**config.mk**
```make
export PLATFORM = sky130hd
export DESIGN_NAME = ppa_ctrl
export DESIGN_NICKNAME = d
export VERILOG_FILES = /design/src/ppa_pkg.sv /design/src/ppa_ctrl.sv
export SDC_FILE = /design/constraint.sdc
export NUM_CORES = 1
export LEC_CHECK = 0
export BUFFER_PORTS_ARGS = -buffer_cell sky130_fd_sc_hd__buf_2
export CAP_MARGIN = 20
export CORE_AREA = 3 3 143 145
export CTS_CLUSTER_DIAMETER = 60
export CTS_CLUSTER_SIZE = 16
export DETAILED_ROUTE_END_ITERATION = 8
export DIE_AREA = 0 0 146 148
export PLACE_DENSITY_LB_ADDON = 0.05
export SYNTH_ARGS = -nofsm -noshare
export SYNTH_HDL_FRONTEND = slang
export SYNTH_SLANG_ARGS = --single-unit
```
**constraint.sdc**
```tcl
create_clock -name i_clk -period 14.6 [get_ports i_clk]
set_input_delay 2.92 -clock i_clk [delete_from_list [all_inputs] [get_ports i_clk]]
set_output_delay 2.92 -clock i_clk [all_outputs]
set_load 0.01 [all_outputs]
```
**src/ppa_pkg.sv**
```systemverilog
// Shared types, constants and request codes of the port pair allocator.
// The bitmap is held as WORD_W-bit words; every module imports this package.
// No dependencies.
`timescale 1ns / 1ps

package ppa_pkg;

    // Port numbering and bitmap geometry
    localparam int PORT_SPACE = 65536;
    localparam int PORT_W     = 16;
    localparam int WORD_W     = 64;
    localparam int BIT_W      = $clog2(WORD_W);
    localparam int WORD_CNT   = PORT_SPACE / WORD_W;
    localparam int ADDR_W     = $clog2(WORD_CNT);

    localparam logic [PORT_W-1:0] PORT_MAX = PORT_W'(PORT_SPACE - 1);

    // Configuration registers
    localparam int CFG_IDX_W = 2;
    localparam logic [CFG_IDX_W-1:0] CFG_RANGE_FIRST = CFG_IDX_W'(0);
    localparam logic [CFG_IDX_W-1:0] CFG_RANGE_LAST  = CFG_IDX_W'(1);
    localparam logic [PORT_W-1:0] RANGE_FIRST_RST = PORT_W'(30000);
    localparam logic [PORT_W-1:0] RANGE_LAST_RST  = PORT_W'(40000);

    // Request kinds
    localparam logic [1:0] KIND_GET_ONE      = 2'd0;
    localparam logic [1:0] KIND_GET_PAIR     = 2'd1;
    localparam logic [1:0] KIND_RELEASE_ONE  = 2'd2;
    localparam logic [1:0] KIND_RELEASE_PAIR = 2'd3;

    // Result status codes
    localparam logic STATUS_OK        = 1'b0;
    localparam logic STATUS_NOT_FOUND = 1'b1;

    typedef struct packed {
        logic [1:0]        kind;
        logic [PORT_W-1:0] port_a;
        logic [PORT_W-1:0] port_b;
    } t_req;

    typedef struct packed {
        logic              status;
        logic [PORT_W-1:0] got_first;
        logic [PORT_W-1:0] got_second;
    } t_rsp;

    // One read and one write per cycle on the bitmap store
    typedef struct packed {
        logic              rd_en;
        logic [ADDR_W-1:0] rd_addr;
        logic              wr_en;
        logic [ADDR_W-1:0] wr_addr;
        logic [WORD_W-1:0] wr_data;
    } t_mem_cmd;

    // What the word evaluator needs to know about the word under test
    typedef struct packed {
        logic              pair;
        logic [ADDR_W-1:0] word_addr;
        logic [PORT_W-1:0] first;
        logic [PORT_W-1:0] last;
    } t_eval_ctx;

    typedef struct packed {
        logic              found;
        logic [BIT_W-1:0]  bit_idx;
        logic [WORD_W-1:0] new_word;
    } t_eval_res;

endpackage

```
**src/ppa_ctrl.sv**
```systemverilog
// Request sequencer: scans the bitmap word by word for gets and does read-modify-write
// for releases, then issues one result. Depends on ppa_pkg.
`timescale 1ns / 1ps

module ppa_ctrl
    import ppa_pkg::*;
(
    input  logic              i_clk,
    input  logic              i_rst_n,
    input  logic              i_start,
    input  t_req              i_req,
    input  logic [PORT_W-1:0] i_first,
    input  logic [PORT_W-1:0] i_last,
    input  logic              i_clearing,
    input  logic [WORD_W-1:0] i_rd_data,
    input  t_eval_res         i_eval,
    output t_eval_ctx         o_ctx,
    output t_mem_cmd          o_cmd,
    output logic              o_busy,
    output logic              o_done,
    output t_rsp              o_rsp
);

    typedef enum logic [2:0] {
        ST_IDLE,
        ST_SCAN,
        ST_REL_A,
        ST_REL_B_RD,
        ST_REL_B
    } t_state;

    t_state            r_state;
    logic              r_busy;
    logic              r_done;
    t_rsp              r_rsp;
    t_req              r_req;
    logic              r_pair;
    logic [ADDR_W-1:0] r_addr;
    logic [PORT_W-1:0] r_last_eff;

    logic              accept;
    logic              is_get;
    logic [PORT_W-1:0] last_eff;
    logic              range_empty;
    logic [ADDR_W-1:0] last_word;
    logic [PORT_W-1:0] got_port;
    logic              pa_valid;
    logic              pb_valid;

    assign o_busy = r_busy | i_clearing;
    assign accept = i_start & ~o_busy;
    assign is_get = (i_req.kind == KIND_GET_ONE) || (i_req.kind == KIND_GET_PAIR);

    // Clip the range to the port space and detect an empty range
    always_comb begin
        last_eff    = (i_last > PORT_MAX) ? PORT_MAX : i_last;
        range_empty = i_first > last_eff;
    end

    assign last_word = r_last_eff[BIT_W +: ADDR_W];
    assign got_port  = PORT_W'({r_addr, i_eval.bit_idx});
    assign pa_valid  = r_req.port_a <= PORT_MAX;
    assign pb_valid  = r_req.port_b <= PORT_MAX;

    assign o_ctx.pair      = r_pair;
    assign o_ctx.word_addr = r_addr;
    assign o_ctx.first     = i_first;
    assign o_ctx.last      = r_last_eff;

    // Memory commands for each step
    always_comb begin
        o_cmd = '0;
        unique case (r_state)
            ST_IDLE: begin
                if (accept) begin
                    o_cmd.rd_en = is_get ? ~range_empty : 1'b1;
                    o_cmd.rd_addr = is_get ? i_first[BIT_W +: ADDR_W]
                                           : i_req.port_a[BIT_W +: ADDR_W];
                end
            end
            ST_SCAN: begin
                if (i_eval.found) begin
                    o_cmd.wr_en   = 1'b1;
                    o_cmd.wr_addr = r_addr;
                    o_cmd.wr_data = i_eval.new_word;
                end else if (r_addr != last_word) begin
                    o_cmd.rd_en   = 1'b1;
                    o_cmd.rd_addr = r_addr + ADDR_W'(1);
                end
            end
            ST_REL_A: begin
                o_cmd.wr_en   = pa_valid;
                o_cmd.wr_addr = r_req.port_a[BIT_W +: ADDR_W];
                o_cmd.wr_data = i_rd_data & ~(WORD_W'(1) << r_req.port_a[BIT_W-1:0]);
            end
            ST_REL_B_RD: begin
                o_cmd.rd_en   = 1'b1;
                o_cmd.rd_addr = r_req.port_b[BIT_W +: ADDR_W];
            end
            ST_REL_B: begin
                o_cmd.wr_en   = pb_valid;
                o_cmd.wr_addr = r_req.port_b[BIT_W +: ADDR_W];
                o_cmd.wr_data = i_rd_data & ~(WORD_W'(1) << r_req.port_b[BIT_W-1:0]);
            end
            default: begin
                o_cmd = '0;
            end
        endcase
    end

    // State, working registers and the registered result
    always_ff @(posedge i_clk) begin
        if (!i_rst_n) begin
            r_state <= ST_IDLE;
            r_busy  <= 1'b0;
            r_done  <= 1'b0;
        end else begin
            r_done <= 1'b0;
            unique case (r_state)
                ST_IDLE: begin
                    if (accept) begin
                        r_req      <= i_req;
                        r_pair     <= i_req.kind == KIND_GET_PAIR;
                        r_last_eff <= last_eff;
                        if (is_get) begin
                            r_addr <= i_first[BIT_W +: ADDR_W];
                            if (range_empty) begin
                                r_done <= 1'b1;
                                r_rsp  <= '{STATUS_NOT_FOUND, '0, '0};
                            end else begin
                                r_busy  <= 1'b1;
                                r_state <= ST_SCAN;
                            end
                        end else begin
                            r_busy  <= 1'b1;
                            r_state <= ST_REL_A;
                        end
                    end
                end
                ST_SCAN: begin
                    if (i_eval.found) begin
                        r_done  <= 1'b1;
                        r_rsp   <= '{STATUS_OK, got_port,
                                     r_pair ? got_port + PORT_W'(1) : '0};
                        r_busy  <= 1'b0;
                        r_state <= ST_IDLE;
                    end else if (r_addr == last_word) begin
                        r_done  <= 1'b1;
                        r_rsp   <= '{STATUS_NOT_FOUND, '0, '0};
                        r_busy  <= 1'b0;
                        r_state <= ST_IDLE;
                    end else begin
                        r_addr <= r_addr + ADDR_W'(1);
                    end
                end
                ST_REL_A: begin
                    if (r_req.kind == KIND_RELEASE_PAIR) begin
                        r_state <= ST_REL_B_RD;
                    end else begin
                        r_done  <= 1'b1;
                        r_rsp   <= '{STATUS_OK, '0, '0};
                        r_busy  <= 1'b0;
                        r_state <= ST_IDLE;
                    end
                end
                ST_REL_B_RD: begin
                    r_state <= ST_REL_B;
                end
                ST_REL_B: begin
                    r_done  <= 1'b1;
                    r_rsp   <= '{STATUS_OK, '0, '0};
                    r_busy  <= 1'b0;
                    r_state <= ST_IDLE;
                end
                default: begin
                    r_busy  <= 1'b0;
                    r_state <= ST_IDLE;
                end
            endcase
        end
    end

    assign o_done = r_done;
    assign o_rsp  = r_rsp;

endmodule

```
==> qor.csv <==
stage,metric,value,unit
critical_path,crit_fanout,4,
timing,finalHoldViolations,0,
timing,setup_viol,0,
timing,worst_pin_slew,1020,ps
layout,area_growth,33.7,%
drt,routed.top_layer,met5,
critical_path,startpoint_type,input pin,
synth,synth-edff-count,94,
die,initial_core_util,34.0,%
clock_tree,numCtsBuffers,9,
synth,netlist_top_cells_count,"edfxtp_1, a32o_1, a22oi_1, nor2_1, a21oi_1",
critical_path,path_cells,buf_2 > ha_1 > a21o_1 > a21o_1 > a2111oi_2 > a31oi_2 > o221ai_1 > buf_2,
layout,nFillCells,1927,
die,core,0.0193,mm²
synth,synth_most_common_cell,edfxtp_1,
critical_path,worst-r2r-setup-slack,11110,ps
global_route,grt_max_degree,67,
clock_tree,cts_resized,0,
die,dieArea,0.0216,mm²
timing,rsz0062_at_grt,false,
drt,wirelength_met1,11300,µm
die,ios,369,
global_route,grt_remaining_overflow,0,
pwr,p_leak,3.77,nW
timing,slew_headroom,32.1,%
synth,yosysTopAreaCell,edfxtp_1,
critical_path,critPathRequiredTime,11680,ps
synth,syn_area,0.00657,mm²
synth,ys_async_sr_fraction,0,%
status,outcome,"complete, no violations",
clock_tree,h-tree-depth,3,
drt,avgRoutedWirePerCell,23.0,µm
critical_path,criticalPathCategory,input pin to output port,
critical_path,cp-end-kind,output port,
synth,synth_area_leaders,"edfxtp_1, a32o_1, a22oi_1",
critical_path,slowest_delay,550,ps
timing,clock_skew,12.9,ps
die,rows,51,
placement,gp_congestion,0.887,
layout,utilization,45.4,%
drt,drt_iter0_drc,444,
run,cap_viol_max_count,0,
drt,antenna_left,0,
drt,wl_met2,14000,µm
hold_path,hold_path.class,flop to flop,
global_route,grt_pass1_vias,6462,
layout,nNetsFinal,1172,
placement,dp_hpwl,22400,µm
clock_tree,numClockSinks,99,
timing,fmax,129,MHz
timing,slew_viol_final,0,
synth,dominantRegCellSynth,edfxtp_1,
synth,ys_seq_elements,99,
drt,firstDrtPassIters,5,
critical_path,critPathTopFamily,compound AO/OA/AOI/OAI gates,
timing,setup_tns,0,ps
clock_tree,cts_tree,done,
placement,port_buffers,368,
synth,syn_avg_cell_area,10.5,µm²
pwr,ir_drop,0.0570,mV
critical_path,arrival,4830,ps
drt,wirelength,28100,µm
layout,layout-drive-gt1-share,43.7,%
synth,synth_cells,627,
drt,drc,0,
synth,yosysWarnings,0,
critical_path,cp_slowest_cell,a2111oi_2,
clock_tree,cts.path.max_buffers,2,
die,die_h,148,µm
timing,min_period,7750,ps
synth,synth_top_area_share,43.0,%
drt,wl_met3,2200,µm
drt,num_vias,6714,
drt,via_per_inst,5.50,
timing,layout_worst_path_cycle_share,53.1,%
global_route,antenna_found_initial,2,
clock_tree,post-cts-setup-buffer-count,0,
pwr,power_density,79.7,mW/mm²
clock_tree,clkTransAtPathRegs,70,ps
synth,syn_nets,850,
global_route,grt_use_total,24.6,%
clock_tree,clk_latency,360,ps
clock_tree,hold_buffers,0,
global_route,grt_pass1_wl,40800,µm
die,die_x,146,µm
synth,ys_seq_area_share,44.5,%
synth,synth_cell_type_count,52,
critical_path,path_buf_inv,2,
clock_tree,cts_root_buf,clkbuf_16,
registers in the layout, indices dropped and copies added, names as in the netlist:
register and flops:
o_rsp 33, r_state 3, r_last_eff 16, r_req 34, r_pair 1, r_busy 1
r_addr 10, o_done 1
where the power goes:
group	internal [mW]	total [mW]	switching, mW
Sequential	0.323	0.332	0.00928
Clock	0.119	0.233	0.114
Combinational	0.0588	0.135	0.0760
logic make-up (layout without fill, tap and decap cells):
logic type,after synthesis,after routing,synth area share [%]
compound gates,192,192,23.6
xor+xnor,27,27,3.60
fa+ha+maj,18,18,3.43
buf+inv,84,411,6.25
flops,99,99,44.5
mux,12,12,1.87
other cells,0,2,0
simple gates,195,195,16.8
layer usage:
layer / track usage (%) / up-vias
met5: 0 / -
li1: - / 3124
met4: 6.02 / 2
met1: 30.8 / 3208
met2: 42.7 / 353
met3: 6.19 / 27
final timing paths:
path,endpoint,depth (start not counted),start
worst max-delay path,o_cmd[85],8,i_first[13]
worst max register to register,o_rsp[28]$_DFFE_PP_,7,r_addr[4]$_DFFE_PP_
worst min register to register,r_busy$_SDFFE_PN0P_,2,r_busy$_SDFFE_PN0P_
worst min-delay path,r_busy$_SDFFE_PN0P_,2,r_busy$_SDFFE_PN0P_
layout make-up:
cell class	count	area (µm²)	share of cell area [%]
flip-flops and latches	99	2920	33.3
clock inverters	6	55.1	0.627
diodes	2	5.00	0.0570
inverters	20	75.1	0.855
well taps	265	332	3.78
clock buffers	10	229	2.61
repair buffers	375	1890	21.6
multi-input cells	444	3270	37.2
per-stage QoR:
| step | std cells | cell area (µm²) | hold slack, ps | worst slack, ps | total power [mW] |
|---|---|---|---|---|---|
| 4_1_cts | 1219 | 8770 | 497 | 6810 | 0.708 |
| 3_5_place_dp | 1203 | 8490 | 479 | 6820 | 0.474 |
| 6_report | 1221 | 8780 | 494 | 6850 | 0.700 |
| 5_1_grt | 1220 | 8780 | 527 | 6710 | 0.731 |
| 2_1_floorplan | 627 | 6570 | 449 | 6650 | 0.405 |
| 3_3_place_gp | 1203 | 8490 | 493 | 6890 | 0.474 |
tightest hold or removal path: stages, from the launching register on:
cell and delay, ps:
dfxtp_1 330, nand2_1 60, o32ai_1 60
cell usage in the layout (no fill, tap or decap), types with 25 or more instances in the layout:
master,synthesis,routed
buf_2,19,368
edfxtp_1,94,94
a32o_1,64,64
a22oi_1,48,48
nor2_1,46,45
a21oi_1,38,38
nand2_1,28,28
and3_1,27,27
nor3_1,25,25
Power figures use the tool's default switching activity.
