File: src/ppa_pkg.sv
// Shared types, constants and request codes of the port pair allocator.
// The bitmap is held as WORD_W-bit words; every module imports this package.
// No dependencies.
`timescale 1ns / 1ps

package ppa_pkg;

    // Port numbering and bitmap geometry
    localparam int PORT_SPACE = 65536;
    localparam int PORT_W     = 16;
    localparam int WORD_W     = 64;
    localparam int BIT_W      = $clog2(WORD_W);
    localparam int WORD_CNT   = PORT_SPACE / WORD_W;
    localparam int ADDR_W     = $clog2(WORD_CNT);

    localparam logic [PORT_W-1:0] PORT_MAX = PORT_W'(PORT_SPACE - 1);

    // Configuration registers
    localparam int CFG_IDX_W = 2;
    localparam logic [CFG_IDX_W-1:0] CFG_RANGE_FIRST = CFG_IDX_W'(0);
    localparam logic [CFG_IDX_W-1:0] CFG_RANGE_LAST  = CFG_IDX_W'(1);
    localparam logic [PORT_W-1:0] RANGE_FIRST_RST = PORT_W'(30000);
    localparam logic [PORT_W-1:0] RANGE_LAST_RST  = PORT_W'(40000);

    // Request kinds
    localparam logic [1:0] KIND_GET_ONE      = 2'd0;
    localparam logic [1:0] KIND_GET_PAIR     = 2'd1;
    localparam logic [1:0] KIND_RELEASE_ONE  = 2'd2;
    localparam logic [1:0] KIND_RELEASE_PAIR = 2'd3;

    // Result status codes
    localparam logic STATUS_OK        = 1'b0;
    localparam logic STATUS_NOT_FOUND = 1'b1;

    typedef struct packed {
        logic [1:0]        kind;
        logic [PORT_W-1:0] port_a;
        logic [PORT_W-1:0] port_b;
    } t_req;

    typedef struct packed {
        logic              status;
        logic [PORT_W-1:0] got_first;
        logic [PORT_W-1:0] got_second;
    } t_rsp;

    // One read and one write per cycle on the bitmap store
    typedef struct packed {
        logic              rd_en;
        logic [ADDR_W-1:0] rd_addr;
        logic              wr_en;
        logic [ADDR_W-1:0] wr_addr;
        logic [WORD_W-1:0] wr_data;
    } t_mem_cmd;

    // What the word evaluator needs to know about the word under test
    typedef struct packed {
        logic              pair;
        logic [ADDR_W-1:0] word_addr;
        logic [PORT_W-1:0] first;
        logic [PORT_W-1:0] last;
    } t_eval_ctx;

    typedef struct packed {
        logic              found;
        logic [BIT_W-1:0]  bit_idx;
        logic [WORD_W-1:0] new_word;
    } t_eval_res;

endpackage

File: src/ppa_word_eval.sv
// Evaluates one bitmap word: masks it to the port range, finds the lowest free port
// or even-aligned free pair, and builds the word with those ports marked. Depends on ppa_pkg.
`timescale 1ns / 1ps

module ppa_word_eval
    import ppa_pkg::*;
(
    input  logic [WORD_W-1:0] i_word,
    input  t_eval_ctx         i_ctx,
    output t_eval_res         o_res
);

    // Index of the lowest set bit; zero when none is set
    function automatic logic [BIT_W-1:0] f_lowest(input logic [WORD_W-1:0] v);
        logic [BIT_W-1:0] idx;
        idx = '0;
        for (int i = WORD_W - 1; i >= 0; i--) begin
            if (v[i]) begin
                idx = BIT_W'(i);
            end
        end
        return idx;
    endfunction

    logic [WORD_W-1:0] lo_mask;
    logic [WORD_W-1:0] hi_mask;
    logic [WORD_W-1:0] free_bits;
    logic [WORD_W-1:0] pair_bits;
    logic [WORD_W-1:0] cand;
    logic [BIT_W-1:0]  idx;
    logic [WORD_W-1:0] set_mask;

    // Range masks apply only in the first and last word of the range
    always_comb begin
        lo_mask = '1;
        hi_mask = '1;
        if (i_ctx.word_addr == i_ctx.first[BIT_W +: ADDR_W]) begin
            lo_mask = {WORD_W{1'b1}} << i_ctx.first[BIT_W-1:0];
        end
        if (i_ctx.word_addr == i_ctx.last[BIT_W +: ADDR_W]) begin
            hi_mask = {WORD_W{1'b1}} >> (~i_ctx.last[BIT_W-1:0]);
        end
        free_bits = ~i_word & lo_mask & hi_mask;
    end

    // A pair candidate sits on its even bit; pairs never cross a word
    always_comb begin
        pair_bits = '0;
        for (int k = 0; k < WORD_W / 2; k++) begin
            pair_bits[2*k] = free_bits[2*k] & free_bits[2*k+1];
        end
    end

    always_comb begin
        cand     = i_ctx.pair ? pair_bits : free_bits;
        idx      = f_lowest(cand);
        set_mask = WORD_W'(1) << idx;
        if (i_ctx.pair) begin
            set_mask = set_mask | (WORD_W'(2) << idx);
        end
        o_res.found    = |cand;
        o_res.bit_idx  = idx;
        o_res.new_word = i_word | set_mask;
    end

endmodule

File: config.mk
export PLATFORM = sky130hd
export DESIGN_NAME = ppa_word_eval
export DESIGN_NICKNAME = d
export VERILOG_FILES = /design/src/ppa_pkg.sv /design/src/ppa_word_eval.sv
export SDC_FILE = /design/constraint.sdc
export NUM_CORES = 1
export LEC_CHECK = 0
export BUFFER_PORTS_ARGS = -buffer_cell sky130_fd_sc_hd__buf_2
export CAP_MARGIN = 20
export CORE_ASPECT_RATIO = 0.7
export CORE_UTILIZATION = 57
export DETAILED_ROUTE_END_ITERATION = 10
export PLACE_DENSITY = 0.91
export SYNTH_ARGS = -nofsm -noshare
export SYNTH_HDL_FRONTEND = slang
export SYNTH_SLANG_ARGS = --single-unit
File: constraint.sdc
create_clock -name vclk -period 10.4
set_clock_uncertainty 0.2 [all_clocks]
set_input_delay 0.52 -clock vclk [all_inputs]
set_output_delay 0.52 -clock vclk [all_outputs]
set_load 0.03 [all_outputs]
==> results.json, run 1 <==
{
  "highest_layer": "met5",
  "fin_nets": 977,
  "synth_compound_area_frac": 0.5646,
  "cp_num_buf_inv": 2,
  "hpwl_um": 19780,
  "drt_wl_total_um": 25500,
  "grt_first_pass_wirelength_um": 37310,
  "cp-end-kind": "output pin",
  "initialDrtViolationCount": 1729,
  "cap_viol_max_count": 0,
  "multi_input_area_um2": 4483,
  "worstSetupStartpointType": "input port",
  "seq_cells": 0,
  "cts_setup_buffers": 0,
  "synth-simple-area-share": 0.3070,
  "vias_per_cell": 8.013,
  "die_y_um": 78.59,
  "core_area_um2": 8006,
  "arrival_ns": 5.75,
  "antennaDiodeCount": 0,
  "worst_ep_required_time_ns": 9.68,
  "criticalPathCategory": "input port to output pin",
  "slew_viol_final": 0,
  "drt_pre_antenna_iters": 11,
  "fin_crit_ns": 6.469,
  "place_congestion": 1.203,
  "ant_nets": 0,
  "p_per_area_nw_per_um2": 54.61,
  "fin_tns_setup_ns": 0,
  "path_max_fanout": 16,
  "wl_per_cell_um": 26.32,
  "period_share": 0.6220,
  "grt_max_degree": 57,
  "syn-cell-area_um2": 4776,
  "clkbuf_count": 0,
  "grtUsageTotal": 0.5494,
  "slowest_delay_ns": 1.02,
  "crit_family": "compound AO/OA/AOI/OAI gates",
  "yosys.area_share.adder": 0.01258,
  "ctsHoldBuffers": 0,
  "synth_nets": 843,
  "synth_top_area_frac": 0.06602,
  "rsz0062_at_grt": "no",
  "min-delay-start": "i_word[43]",
  "max_freq_ghz": 0.1546,
  "yosys_warnings": 0,
  "synth_top_cell_by_area": "nand2_1",
  "grt_pass1_vias": 6605,
  "cp_slowest_cell": "nor3_2",
  "port_buffers": 178,
  "slew_headroom": 0.2456,
  "drt-met1-wl_um": 9160,
  "regArea_um2": 0,
  "syn_to_final_growth_pct": 17.37,
  "synth_area_leaders": "nand2_1 6.6%, o21ai_0 4.6%, a21o_1 4.4%",
  "cts_resized": 0,
  "initial_core_util": 0.5965,
  "rows": 27,
  "drc": 50,
  "syn_area_per_cell_um2": 6.489,
  "nFillCells": 760,
  "p_leak_nw": 2.268,
  "antenna_found_initial": 0,
  "met2_wirelength_um": 9424,
  "wl_met3_um": 5016,
  "die_area_um2": 8755,
  "layout_common_cells": "178 x buf_2, 84 x nand2_1, 54 x nor2_1",
  "layout_commonest_cell": "buf_2",
  "fp.dieW_um": 111.4,
  "ys_seq_area_frac": 0,
  "drive_gt1_frac": 0.2776,
  "io_pins": 178,
  "crit_chain": "buf_2 > xnor2_1 > nand4_1 > nor3_2 > a221o_1 > nand2_1 > o22ai_1 > nand4_1 > a211oi_2 > o41ai_4 > a211oi_2 > a31o_2 > buf_2",
  "startpoint": "i_ctx[41]",
  "synth_top_family_by_area": "compound AO/OA/AOI/OAI gates",
  "syn_inst": 736,
  "synth-xor-area-share": 0.05449,
  "tightestPinTransition_ns": 1.125,
  "synth.distinct_cells": 88,
  "violations": "DRC",
  "vias": 7765,
  "total_power_uw": 306.1,
  "min_path_type": "input port to output pin",
  "setup_viol": 0,
  "finalHoldViolCount": 0,
  "overflow": 0,
  "synth.area.mux_share": 0,
  "run_status": "finished, violations left",
  "peakVddDrop_mv": 0.03841
}
-- metal layers --
layer  up-vias  track usage
met3       228       0.2517
met1      3483       0.6910
li1       3253            -
met2       799       0.7819
met5         -      0.07879
met4         2       0.2541
-- power breakdown --
part	switching [mW]	internal, mW	total [mW]
Sequential	0	0	0
Clock	0	0	0
Combinational	0.216	0.0901	0.306
Total	0.216	0.0901	0.306
-- logic make-up after synthesis --
kind of cell,Yosys count
simple gates,284
xor+xnor,28
buf+inv,68
fa+ha+maj,6
compound gates,350
-- through the flow --
stage	setup slack [ns]	util	std cells	hold slack, ns	cell area [um^2]
floorplan	5.483	-	736	1.019	4776
global placement	4.184	0.6978	967	1.178	5587
detailed placement	4.089	0.6978	967	1.182	5587
CTS	4.089	0.6978	967	1.182	5587
global route	3.871	0.7001	969	1.194	5605
finish	3.931	0.7001	969	1.180	5605
-- final cells by class --
class,instances,share of cell area
inverters,17,0.01138
repair buffers,183,0.1663
multi-input cells,668,0.7998
well taps,101,0.02254
-- Yosys cell counts, drive strengths merged, types with 21 or more instances --
master,n
a21o,28
nor2,58
a211oi,21
nand4,26
nand3,26
clkbuf,33
o21bai,28
nor3,23
nand2,84
o21ai,51
a21oi,30
a31o,22
-- path summary, 6_finish.rpt --
path	endpoint	slack (ns)	cells past startpoint
worst max-delay path	o_res[49]	3.93	13
worst min-delay path	o_res[43]	1.18	3
Note: power is estimated with default switching activity, not from simulation.
==> run 2, diff against run 1 <==
CORE_UTILIZATION = 48   (was 57)
PLACE_DENSITY = 0.81   (was 0.91)
clock period = 5.5 ns   (was 10.4 ns; I/O delays follow)
==> run 2 against run 1 <==
  * Combinational power up 100%
  * The flow now finishes without violations
  * Largest cell class unchanged
  * Non-clock buffer count grew 51
  * Critical path depth increased by 1
  * First-iteration DRC count fell by 25%
  * Critical path type unchanged
==> results.json, run 2 (synthesis gave the netlist of run 1 again) <==
{
  "cts_resized": 0,
  "switching_share": 0.6758,
  "path_max_fanout": 12,
  "clkbuf_count": 0,
  "nFillCells": 994,
  "grt_first_pass_wirelength_um": 40320,
  "peakVddDrop_mv": 0.05523,
  "layout_commonest_cell": "buf_2",
  "p_per_area_nw_per_um2": 102.6,
  "initial_core_util": 0.4932,
  "slew_viol_final": 0,
  "worstSetupStartpointType": "input port",
  "syn_to_final_growth_pct": 26.28,
  "vias_per_cell": 7.515,
  "regArea_um2": 0,
  "switchingPower_uw": 418.3,
  "tightestPinTransition_ns": 1.126,
  "initialDrtViolationCount": 1296,
  "ant_nets": 0,
  "worst_ep_required_time_ns": 5.03,
  "antenna_found_initial": 0,
  "hpwl_um": 22280,
  "finalHoldViolCount": 0,
  "die_area_um2": 10360,
  "core_area_um2": 9684,
  "layout_common_cells": "178 x buf_2, 84 x nand2_1, 55 x buf_4",
  "port_buffers": 178,
  "vias": 7868,
  "slew_headroom": 0.2462,
  "overflow": 0,
  "fin_tns_setup_ns": 0,
  "cap_viol_max_count": 0,
  "fin_nets": 1028,
  "hold_end": "o_res[43]",
  "cp-end-kind": "output pin",
  "ctsHoldBuffers": 0,
  "grtUsageTotal": 0.5169,
  "fp.dieW_um": 121.2,
  "p_seq_frac": 0,
  "antennaDiodeCount": 0,
  "drt_pre_antenna_iters": 6,
  "p_leak_nw": 2.528,
  "seq_cells": 0,
  "max_freq_ghz": 0.1893,
  "pwr-share-clk": 0,
  "arrival_ns": 4.81,
  "io_pins": 178,
  "hold_depth": 3,
  "min-delay-start": "i_word[43]",
  "cts_setup_buffers": 0,
  "holdWs_ns": 0.6994,
  "drc": 0,
  "period_share": 0.9605,
  "wl_per_cell_um": 26.23,
  "fin_crit_ns": 5.283,
  "grt_max_degree": 50,
  "run_status": "finished clean",
  "intPower_uw": 200.6,
  "rsz0062_at_grt": "no",
  "min_path_type": "input port to output pin",
  "drive_gt1_frac": 0.3177,
  "grt_pass1_vias": 6666,
  "drt_wl_total_um": 27460,
  "setup_viol": 0,
  "rows": 30,
  "p_comb_frac": 1.000,
  "startpoint": "i_ctx[33]",
  "die_y_um": 85.46,
  "place_congestion": 1.084,
  "criticalPathCategory": "input port to output pin"
}
## run 2: cell count changes in the layout (fill, tap and decap cells not counted), sizes merged
cell / change
buf: +51
## run 2: how the worst max path moves through the flow
stage / endpoint / slack (ns)
3_3_place_gp: o_res[10] / 0.59
2_1_floorplan: o_res[10] / 1.07
6_report: o_res[58] / 0.22
3_5_place_dp: o_res[58] / 0.42
4_1_cts: o_res[58] / 0.39
5_1_grt: o_res[44] / 0.11
## run 2: metrics by stage
stage                     std cells    util  power (mW)  instance area [um^2]  setup slack [ns]
final                          1047  0.6227      0.6189                  6031            0.2173
after global routing           1047  0.6227      0.6416                  6031            0.1125
after CTS                      1047  0.6227      0.5861                  6031            0.3919
after detailed placement       1047  0.6227      0.5834                  6031            0.4196
after global placement         1047  0.6227      0.5831                  6031            0.5942
after floorplan                 736       -      0.3542                  4776             1.073
## run 2: per-layer routing
| metal | vias up | wire [um] | global-route usage |
|---|---|---|---|
| met5 | - | 0 | 0 |
| met4 | 0 | 1403 | 0.1964 |
| met3 | 130 | 5280 | 0.2043 |
| met2 | 786 | 10550 | 0.7242 |
| met1 | 3587 | 10230 | 0.6999 |
| li1 | 3365 | - | - |
## run 2: critical path, cell delays in order
cell       delay [ns]
buf_2            0.15
xnor2_2          0.30
and4_1           0.59
buf_4            0.29
nand3_1          0.18
nor3_1           0.35
nor2_1           0.16
o32a_1           0.34
a2111oi_2        0.26
a211oi_2         0.21
o41ai_4          0.55
o211ai_1         0.62
o21bai_1         0.30
buf_2            0.22
## run 2: layout make-up
class | count | area [um^2] | share of cell area
Tap cell | 128 | 160.2 | 0.02656
Multi-Input combinational cell | 668 | 4483 | 0.7434
Timing Repair Buffer | 234 | 1324 | 0.2195
Inverter | 17 | 63.81 | 0.01058
## run 2: power groups by stage
stage / registers (mW) / clock network [mW] / logic [mW]
finish: 0 / 0 / 0.619
global route: 0 / 0 / 0.642
CTS: 0 / 0 / 0.586
detailed placement: 0 / 0 / 0.583
global placement: 0 / 0 / 0.583
floorplan: 0 / 0 / 0.354
==> run 3, diff against run 2 <==
CORE_UTILIZATION = 37   (was 48)
PLACE_DENSITY = 0.65   (was 0.81)
==> run 3 against run 2 <==
  * Core utilization down 13 points
  * Via count decreased by 2.1%
  * Wire length rose by 4.3%
  * Combinational power rose by 1%
  * Design area grew 1.3%
  * Fmax up 0.80%
  * Non-clock buffer count grew 1
  * Die area increased by 29%
  * Setup slack improved by 0.042 ns
  * Power increased by 1.2%
  * Worst hold slack lost 0.0087 ns
==> results.json, run 3 (synthesis gave the netlist of run 1 again) <==
{
  "initial_core_util": 0.3819,
  "setup_viol": 0,
  "fin_crit_ns": 5.241,
  "layout_common_cells": "178 x buf_2, 84 x nand2_1, 54 x nor2_1",
  "die_y_um": 97.06,
  "io_pins": 178,
  "cts_setup_buffers": 0,
  "grt_max_degree": 51,
  "ant_nets": 0,
  "seq_cells": 0,
  "period_share": 0.9529,
  "criticalPathCategory": "input port to output pin",
  "fin_nets": 1029,
  "grt_pass1_vias": 6673,
  "grt_first_pass_wirelength_um": 41930,
  "p_leak_nw": 2.544,
  "wl_per_cell_um": 26.48,
  "finalCoreUtilization": 0.4886,
  "syn_to_final_growth_pct": 27.95,
  "ctsHoldBuffers": 0,
  "setup_slack_ns": 0.2591,
  "endpoint": "o_res[59]",
  "p_per_area_nw_per_um2": 102.5,
  "stdcell_area_um2": 6111,
  "slew_headroom": 0.4024,
  "rsz0062_at_grt": "no",
  "initialDrtViolationCount": 899,
  "fp.dieW_um": 137.8,
  "cp-end-kind": "output pin",
  "hpwl_um": 23480,
  "drt_pre_antenna_iters": 6,
  "place_congestion": 1.101,
  "regArea_um2": 0,
  "drt_wl_total_um": 28650,
  "path_max_fanout": 18,
  "grtUsageTotal": 0.4183,
  "antennaDiodeCount": 0,
  "drc": 0,
  "startpoint": "i_ctx[41]",
  "layout_commonest_cell": "buf_2",
  "die_area_um2": 13370,
  "clkbuf_count": 0,
  "slew_viol_final": 0,
  "min_path_type": "input port to output pin",
  "holdWs_ns": 0.6908,
  "drive_gt1_frac": 0.3207,
  "worstSetupStartpointType": "input port",
  "max_freq_ghz": 0.1908,
  "peakVddDrop_mv": 0.05150,
  "place_area_um2": 6102,
  "vias_per_cell": 7.117,
  "core_area_um2": 12510,
  "port_buffers": 178,
  "finalHoldViolCount": 0,
  "run_status": "finished clean",
  "nFillCells": 1321,
  "cap_viol_max_count": 0,
  "rows": 34,
  "antenna_found_initial": 0,
  "fin_tns_setup_ns": 0,
  "worst_ep_required_time_ns": 5.03,
  "tightestPinTransition_ns": 0.8911,
  "overflow": 0,
  "vias": 7701,
  "pre_cts_ws_ns": 0.3751,
  "arrival_ns": 4.77
}
[run 3: worst max-delay path, cell delays in order]
cell and delay [ns]:
buf_2 0.13, xnor2_1 0.34, and4_1 0.74, nand4_1 0.32, o211ai_1 0.31, maj3_1 0.25
nor2_1 0.06, nor3_1 0.52, nand2_1 0.20, o41ai_4 0.64, o2111ai_2 0.34, buf_4 0.28
o21bai_1 0.13, buf_2 0.21
[run 3: timing repair]
action	CTS	global route
gates resized for setup	0	3
setup endpoints to repair	0	16
hold endpoints to repair	0	0
[run 3: power breakdown]
group          switching (mW)  leakage (nW)  internal (mW)
registers                   0             0              0
clock network               0             0              0
logic                   0.423          2.54          0.204
total                   0.423          2.54          0.204
[run 3: metrics by stage]
step                      power (mW)  cells
final                         0.6263   1082
after global routing          0.6553   1082
after CTS                     0.6002   1082
after detailed placement      0.5977   1082
after global placement        0.5996   1081
after floorplan               0.3542    736
[run 3: worst min path at each step]
| stage | from | endpoint | slack (ns) | depth (start not counted) |
|---|---|---|---|---|
| 6_report | i_word[4] | o_res[4] | 0.69 | 3 |
| 5_1_grt | i_word[4] | o_res[4] | 0.71 | 3 |
| 3_3_place_gp | i_word[43] | o_res[43] | 0.69 | 3 |
| 4_1_cts | i_word[4] | o_res[4] | 0.69 | 3 |
| 3_5_place_dp | i_word[4] | o_res[4] | 0.69 | 3 |
| 2_1_floorplan | i_word[16] | o_res[16] | 0.53 | 1 |
[run 3: final cells by class]
| class | count | area, um^2 | share of cell area |
|---|---|---|---|
| well taps | 162 | 202.7 | 0.03317 |
| inverters | 17 | 63.81 | 0.01044 |
| multi-input cells | 668 | 4492 | 0.7351 |
| repair buffers | 235 | 1353 | 0.2213 |
[run 3: per-layer routing]
metal,track usage,up-vias,part of all wire
met2,0.5582,677,0.37
met1,0.6093,3568,0.42
li1,-,3359,-
met3,0.1356,97,0.16
met4,0.1513,0,0.047
met5,0,-,0
